===== src/hdl/ipv4dq_pkg.sv =====
// shared types and constants for the dotted-quad address parser
// no dependencies; compiled first
`timescale 1ns / 1ps

package ipv4dq_pkg;

  localparam logic [7:0] CHAR_NUL  = 8'h00;
  localparam logic [7:0] CHAR_ZERO = 8'h30;
  localparam logic [7:0] CHAR_NINE = 8'h39;
  localparam logic [7:0] CHAR_DOT  = 8'h2E;
  localparam logic [11:0] OCTET_MAX = 12'd255;
  localparam logic [1:0] LAST_DOTS = 2'd3;

  // running parse state of one string
  typedef struct packed {
    logic [7:0]  octet_value;
    logic        octet_has_digit;
    logic [1:0]  octets_done;
    logic [23:0] finished_octets;
    logic        error_seen;
  } parse_state_t;

  // result produced when a string ends
  typedef struct packed {
    logic        valid;
    logic [31:0] address;
    logic        error;
  } parse_result_t;

endpackage


===== src/hdl/ipv4dq_if.sv =====
// valid/ready channel interfaces for characters in and addresses out
// no dependencies
`timescale 1ns / 1ps

interface ipv4dq_char_if;
  logic       valid;
  logic       ready;
  logic [7:0] character;
  logic       end_of_string;

  modport source (output valid, output character, output end_of_string, input ready);
  modport sink (input valid, input character, input end_of_string, output ready);
endinterface

interface ipv4dq_addr_if;
  logic        valid;
  logic        ready;
  logic [31:0] address;
  logic        error;

  modport source (output valid, output address, output error, input ready);
  modport sink (input valid, input address, input error, output ready);
endinterface


===== src/hdl/ipv4dq_step.sv =====
// next-state and result logic for one character of the address text
// depends on ipv4dq_pkg
`timescale 1ns / 1ps

module ipv4dq_step (
  input  ipv4dq_pkg::parse_state_t  cur,
  input  logic [7:0]                character,
  input  logic                      end_of_string,
  output ipv4dq_pkg::parse_state_t  nxt,
  output ipv4dq_pkg::parse_result_t res
);

  logic        is_end;
  logic        is_digit;
  logic        is_dot;
  logic [11:0] accum;
  logic        bad;

  assign is_end   = end_of_string || (character == ipv4dq_pkg::CHAR_NUL);
  assign is_digit = (character >= ipv4dq_pkg::CHAR_ZERO) &&
                    (character <= ipv4dq_pkg::CHAR_NINE);
  assign is_dot   = (character == ipv4dq_pkg::CHAR_DOT);

  // value * 10 + digit as (v << 3) + (v << 1) + digit
  assign accum = {1'b0, cur.octet_value, 3'b000} + {3'b000, cur.octet_value, 1'b0} +
                 {8'h00, character[3:0]};

  assign bad = cur.error_seen || !cur.octet_has_digit ||
               (cur.octets_done != ipv4dq_pkg::LAST_DOTS);

  always_comb begin
    nxt           = cur;
    res.valid     = 1'b0;
    res.address   = {cur.octet_value, cur.finished_octets};
    res.error     = 1'b0;
    if (is_end) begin
      res.valid = 1'b1;
      res.error = bad;
      if (bad) begin
        res.address = '0;
      end
      nxt = '0;
    end else if (!cur.error_seen) begin
      if (is_digit) begin
        if (accum > ipv4dq_pkg::OCTET_MAX) begin
          nxt.error_seen = 1'b1;
        end else begin
          nxt.octet_value     = accum[7:0];
          nxt.octet_has_digit = 1'b1;
        end
      end else if (is_dot) begin
        if (!cur.octet_has_digit || (cur.octets_done == ipv4dq_pkg::LAST_DOTS)) begin
          nxt.error_seen = 1'b1;
        end else begin
          case (cur.octets_done)
            2'd0:    nxt.finished_octets[7:0]   = cur.octet_value;
            2'd1:    nxt.finished_octets[15:8]  = cur.octet_value;
            default: nxt.finished_octets[23:16] = cur.octet_value;
          endcase
          nxt.octets_done     = cur.octets_done + 2'd1;
          nxt.octet_value     = '0;
          nxt.octet_has_digit = 1'b0;
        end
      end else begin
        // anything that is not a digit, a dot or a terminator
        nxt.error_seen = 1'b1;
      end
    end
  end

endmodule


===== src/hdl/ipv4_dotted_quad_parser_core.sv =====
// top level of the dotted-quad address parser
// depends on ipv4dq_pkg, ipv4dq_if and ipv4dq_step
//
//   channel  dir  payload                          role
//   chars    in   character[7:0], end_of_string    one byte of address text
//   result   out  address[31:0], error             one per terminated string
//
// each request is taken into an input register, parsed from that register
// and, when it ends a string, written to the output register; one request per
// cycle is sustained while the output register does not stall
// the output register is the only place that can stall; a terminator waits in
// the input register while an earlier result is held, characters that give no
// result pass through regardless
// rst is synchronous and clears both valid flags and the parse state
`timescale 1ns / 1ps

module ipv4_dotted_quad_parser_core (
  input logic          clk,
  input logic          rst,
  ipv4dq_char_if.sink  chars,
  ipv4dq_addr_if.source result
);

  // input register
  logic       in_valid;
  logic [7:0] in_char;
  logic       in_eos;

  // parse state across characters of one string
  ipv4dq_pkg::parse_state_t  state;
  ipv4dq_pkg::parse_state_t  state_next;
  ipv4dq_pkg::parse_result_t step_res;

  // output register
  logic        out_valid;
  logic [31:0] out_address;
  logic        out_error;

  logic in_fire;

  ipv4dq_step u_step (
    .cur           (state),
    .character     (in_char),
    .end_of_string (in_eos),
    .nxt           (state_next),
    .res           (step_res)
  );

  // the held character advances unless it needs the output register and that
  // register is full with no taker this cycle
  assign in_fire     = in_valid && (!step_res.valid || !out_valid || result.ready);
  assign chars.ready = !in_valid || in_fire;

  always_ff @(posedge clk) begin
    if (rst) begin
      in_valid <= 1'b0;
    end else if (chars.ready) begin
      in_valid <= chars.valid;
    end
    if (chars.ready && chars.valid) begin
      in_char <= chars.character;
      in_eos  <= chars.end_of_string;
    end
  end

  always_ff @(posedge clk) begin
    if (rst) begin
      state <= '0;
    end else if (in_fire) begin
      state <= state_next;
    end
  end

  always_ff @(posedge clk) begin
    if (rst) begin
      out_valid <= 1'b0;
    end else if (in_fire && step_res.valid) begin
      out_valid <= 1'b1;
    end else if (result.ready) begin
      out_valid <= 1'b0;
    end
    if (in_fire && step_res.valid) begin
      out_address <= step_res.address;
      out_error   <= step_res.error;
    end
  end

  assign result.valid   = out_valid;
  assign result.address = out_address;
  assign result.error   = out_error;

endmodule


===== src/flat_wrapper.sv =====
// flat-port wrapper written by rule: the top's interface ports become plain ports
module ipv4_dotted_quad_parser_core_flat 
  (clk, rst, chars_valid, chars_character, chars_end_of_string, chars_ready, result_valid, result_address, result_error, result_ready);
  ipv4dq_char_if chars_i ();
  ipv4dq_addr_if result_i ();
  input logic clk;
  input logic rst;
  input wire logic [$bits(chars_i.valid)-1:0] chars_valid;
  input wire logic [$bits(chars_i.character)-1:0] chars_character;
  input wire logic [$bits(chars_i.end_of_string)-1:0] chars_end_of_string;
  output wire logic [$bits(chars_i.ready)-1:0] chars_ready;
  output wire logic [$bits(result_i.valid)-1:0] result_valid;
  output wire logic [$bits(result_i.address)-1:0] result_address;
  output wire logic [$bits(result_i.error)-1:0] result_error;
  input wire logic [$bits(result_i.ready)-1:0] result_ready;
  assign chars_i.valid = chars_valid;
  assign chars_i.character = chars_character;
  assign chars_i.end_of_string = chars_end_of_string;
  assign chars_ready = chars_i.ready;
  assign result_valid = result_i.valid;
  assign result_address = result_i.address;
  assign result_error = result_i.error;
  assign result_i.ready = result_ready;
  ipv4_dotted_quad_parser_core u_core (.clk(clk), .rst(rst), .chars(chars_i), .result(result_i));
endmodule

===== config.mk =====
export PLATFORM = sky130hd
export DESIGN_NAME = ipv4_dotted_quad_parser_core_flat
export DESIGN_NICKNAME = d
export VERILOG_FILES = /design/src/hdl/ipv4dq_pkg.sv /design/src/hdl/ipv4dq_if.sv /design/src/hdl/ipv4dq_step.sv /design/src/hdl/ipv4_dotted_quad_parser_core.sv /design/src/flat_wrapper.sv
export SDC_FILE = /design/constraint.sdc
export NUM_CORES = 1
export LEC_CHECK = 0
export BUFFER_PORTS_ARGS = -buffer_cell sky130_fd_sc_hd__buf_2
export CORE_UTILIZATION = 35
export CTS_CLUSTER_DIAMETER = 30
export DETAILED_ROUTE_END_ITERATION = 8
export SYNTH_ARGS = -nofsm -noshare
export SYNTH_HDL_FRONTEND = slang
export SYNTH_SLANG_ARGS = --single-unit

===== constraint.sdc =====
create_clock -name clk -period 3.85 [get_ports clk]
set_input_delay 0.385 -clock clk [delete_from_list [all_inputs] [get_ports clk]]
set_output_delay 0.385 -clock clk [all_outputs]
set_load 0.01 [all_outputs]

==> results.yml <==
finish:
  multiInputGateArea_um2: 1490
  finish.net_count: 393
  fraction_of_final_layout_cells_sized_beyond_drive_strength_1_pct: 20.8
  area_delta_synth_final_pct: 15.6
  finalNonFillerCells: 498
  layout.area.seq_um2: 2020
  diodes: 0
  layout.filler_cells: 968
  finalCoreUtilization_pct: 42.3
clocking:
  clock_latency_ns: 0.36
  post_cts_buffers: 0
  tritoncts_clock_tree: "yes"
  buffer_depth_of_the_longest_clock_path: 2
  cts-root-buf: "clkbuf_8"
  clk_pin_slew_ns: 0.08
  htree_levels: 3
  number_of_clock_sinks: 80
  cts_inserted_buffers: 9
  ctsResizeCount: 0
  cts-hold-fix-buffers: 0
grt:
  grt_first_pass_wirelength_um: 11800
  globalRoute.totalOverflow: 0
  grt_antenna_before_repair: 0
  first_global_vias: 2320
  grt_max_degree: 41
  grt_usage_pct: 14.3
logic_synthesis:
  synthesis.area_per_instance_um2: 11.7
  main_combinational_cell_family_by_area_after_synthesis: "simple AND/OR/NAND/NOR gates"
  synth-compound-area-share_pct: 7.70
  gate_count_after_technology_mapping: 309
  synthSimpleGateAreaFrac_pct: 16.1
  synth_cell_types: 42
  synthMuxAreaShare_pct: 8.92
  syn-num-nets: 342
  post_synth_instance_area_um2: 3610
  post_synth_fa_ha_maj_area_fraction_pct: 7.36
  yosys_warnings: 0
  synth.yosys.seq_area_share_pct: 56.1
  synth_xor_xnor_area_share_pct: 1.21
  synth.ff_latch_count: 80
drt:
  1st_pass_router_iterations: 4
  routed-via-count: 2366
  drt_iter0_drc: 145
  drt_wl_total_um: 7060
  wl_per_cell_um: 14.2
  vias_per_cell: 4.75
  antenna_violating_nets_post_route: 0
  drc: 0
timing:
  final-max-slew-violation-count: 0
  timing.final.hold_violations: 0
  max_freq_ghz: 0.290
  grt_setup_unrepaired: "false"
  slew_headroom_pct: 31.3
  tightest_slew_ns: 1.03
  min_period_over_period_pct: 89.4
  setup_total_negative_slack_ns: 0
  final.setup_skew_ns: 0.00899
  setup_slack_ns: 0.407
  period_minus_slack_ns: 3.44
  timing.final.setup_violations: 0
die:
  core.rowCount: 36
  floorplan.die.height_um: 104
  floorplan.initialDensity_pct: 36.6
  floorplan.core_area_um2: 9860
  design.portCount: 48
  fp.dieArea_um2: 10700
  die_width_um: 104
power:
  power.ir.vdd_worst_uv: 165
  power.density_nw_per_um2: 372
  power_leakage_uw: 0.00158
placement:
  dp_hpwl_um: 5030
  worst_setup_slack_before_clock_tree_synthesis_ns: 0.453
  placement.io_buffers: 47
  globalplace.congestion: 0.836
  dpl.cell_count: 482
worst_setup_path:
  critPathArrivalTime_ns: 3.65
  critical_path.endpoint_type: "flop"
  crit_path_max_fanout: 9
  critical_path_required_ns: 4.05
  crit_type: "flop to flop"
  element_type_at_the_critical_path_start: "flop"
flow_run:
  drv.max_cap_violation_count: 0
hold_path:
  path_type_of_the_worst_min_delay_path: "input pin to flop"
status:
  outcome: "finished clean"
-- through the flow --
| stage | hold WS, ns | instance area (um2) | total power (uW) |
|---|---|---|---|
| floorplan | 0.452 | 3610 | 987 |
| global placement | 0.463 | 3990 | 1010 |
| detailed placement | 0.470 | 3990 | 1010 |
| CTS | 0.192 | 4170 | 1570 |
| global route | 0.175 | 4170 | 1610 |
| finish | 0.205 | 4170 | 1550 |
-- cell usage after synthesis, drive strengths merged --
| master | count | area [um2] |
|---|---|---|
| a2111oi | 2 | 36.3 |
| a211oi | 1 | 12.5 |
| a21o | 1 | 7.51 |
| a21oi | 11 | 66.3 |
| a31o | 1 | 8.76 |
| a41oi | 1 | 8.76 |
| and2 | 28 | 175 |
| and3 | 4 | 25.0 |
| and4b | 1 | 10.0 |
| clkbuf | 8 | 30.0 |
| dfxtp | 38 | 761 |
| edfxtp | 42 | 1260 |
| fa | 2 | 40.0 |
| ha | 18 | 225 |
| inv | 17 | 63.8 |
| mux2 | 1 | 11.3 |
| mux2i | 31 | 310 |
| nand2 | 9 | 33.8 |
| nand2b | 10 | 62.6 |
| nand3 | 1 | 5.00 |
| nand3b | 1 | 7.51 |
| nand4 | 2 | 12.5 |
| nand4b | 1 | 8.76 |
| nor2 | 40 | 150 |
| nor2b | 1 | 6.26 |
| nor3 | 9 | 45.0 |
| nor4 | 3 | 31.3 |
| o2111ai | 1 | 8.76 |
| o211ai | 2 | 15.0 |
| o21a | 1 | 7.51 |
| o21ai | 8 | 40.0 |
| o21bai | 2 | 15.0 |
| o32ai | 4 | 35.0 |
| o41ai | 1 | 16.3 |
| or3b | 1 | 8.76 |
| xnor2 | 2 | 17.5 |
| xor2 | 3 | 26.3 |
-- critical path: stages, from the launching register on --
cell,delay (ns)
dfxtp_1,0.37
inv_1,0.10
fa_1,0.60
inv_1,0.06
ha_1,0.31
a211oi_2,0.20
o21bai_1,0.15
o41ai_2,0.25
xor2_1,0.23
nor3_1,0.10
a2111oi_4,0.71
o21ai_0,0.21
-- kinds of logic after synthesis --
group / after synthesis
adder cells (fa/ha/maj): 20
XOR/XNOR: 5
AND/OR/NAND/NOR: 111
multiplexers: 32
flip-flops: 80
buffers and inverters: 25
AO/OA/AOI/OAI: 36
-- final timing paths --
kind	startpoint	to	slack [ns]	cells past startpoint
setup / recovery	u_core.state[28]	u_core.state[27]	0.41	11
hold / removal	chars_character[4]	u_core.in_char[4]	0.20	1
setup reg to reg	u_core.state[28]	u_core.state[27]	0.41	11
hold reg to reg	u_core.state[18]	u_core.state[18]	0.49	2
-- final cells by class --
cell class	count	area share, %
Clock buffer	9	2.97
Clock inverter	7	1.35
Inverter	17	1.53
Multi-Input combinational cell	204	35.8
Sequential cell	80	48.5
Tap cell	133	3.99
Timing Repair Buffer	48	5.82
-- sequential cells by signal, indices dropped and copies added (netlist names) --
signal,count
u_core.in_char,8
u_core.in_eos,1
u_core.in_valid,1
u_core.result.address,32
u_core.result.error,1
u_core.result.valid,1
u_core.state,36
-- routing by layer --
layer	up-vias	track usage, %	share of wire (%)
met2	64	22.4	46
li1	1198	-	-
met3	4	5.03	5.2
met5	-	0	0
met1	1100	19.0	49
met4	0	2.80	0.38
-- report_power, final --
part / internal, uW / switching [uW] / total (uW) / leakage, uW
logic: 25.7 / 48.2 / 73.9 / 0.000797
registers: 910 / 9.76 / 920 / 0.000696
clock network: 240 / 317 / 557 / 0.0000854
-- cell usage in the layout (no fill, tap or decap), types with 2 or more instances in the layout --
cell type	netlist	final
xnor2_1	2	2
fa_1	2	2
mux2i_1	31	31
and2_1	28	28
o32ai_1	4	4
xor2_1	3	3
o211ai_1	2	2
nand2b_1	10	10
a21oi_2	3	3
o21ai_0	7	7
nor3_1	9	9
and3_1	4	4
dfxtp_1	38	38
clkinvlp_4	0	2
nor4_2	2	2
inv_1	16	16
clkbuf_8	0	9
edfxtp_1	42	42
ha_1	18	18
nand2_1	9	9
o21bai_1	2	2
a21oi_1	8	8
nor2_1	40	39
clkinv_4	0	2
buf_2	0	47
nand4_1	2	2
Power figures use the tool's default switching activity.
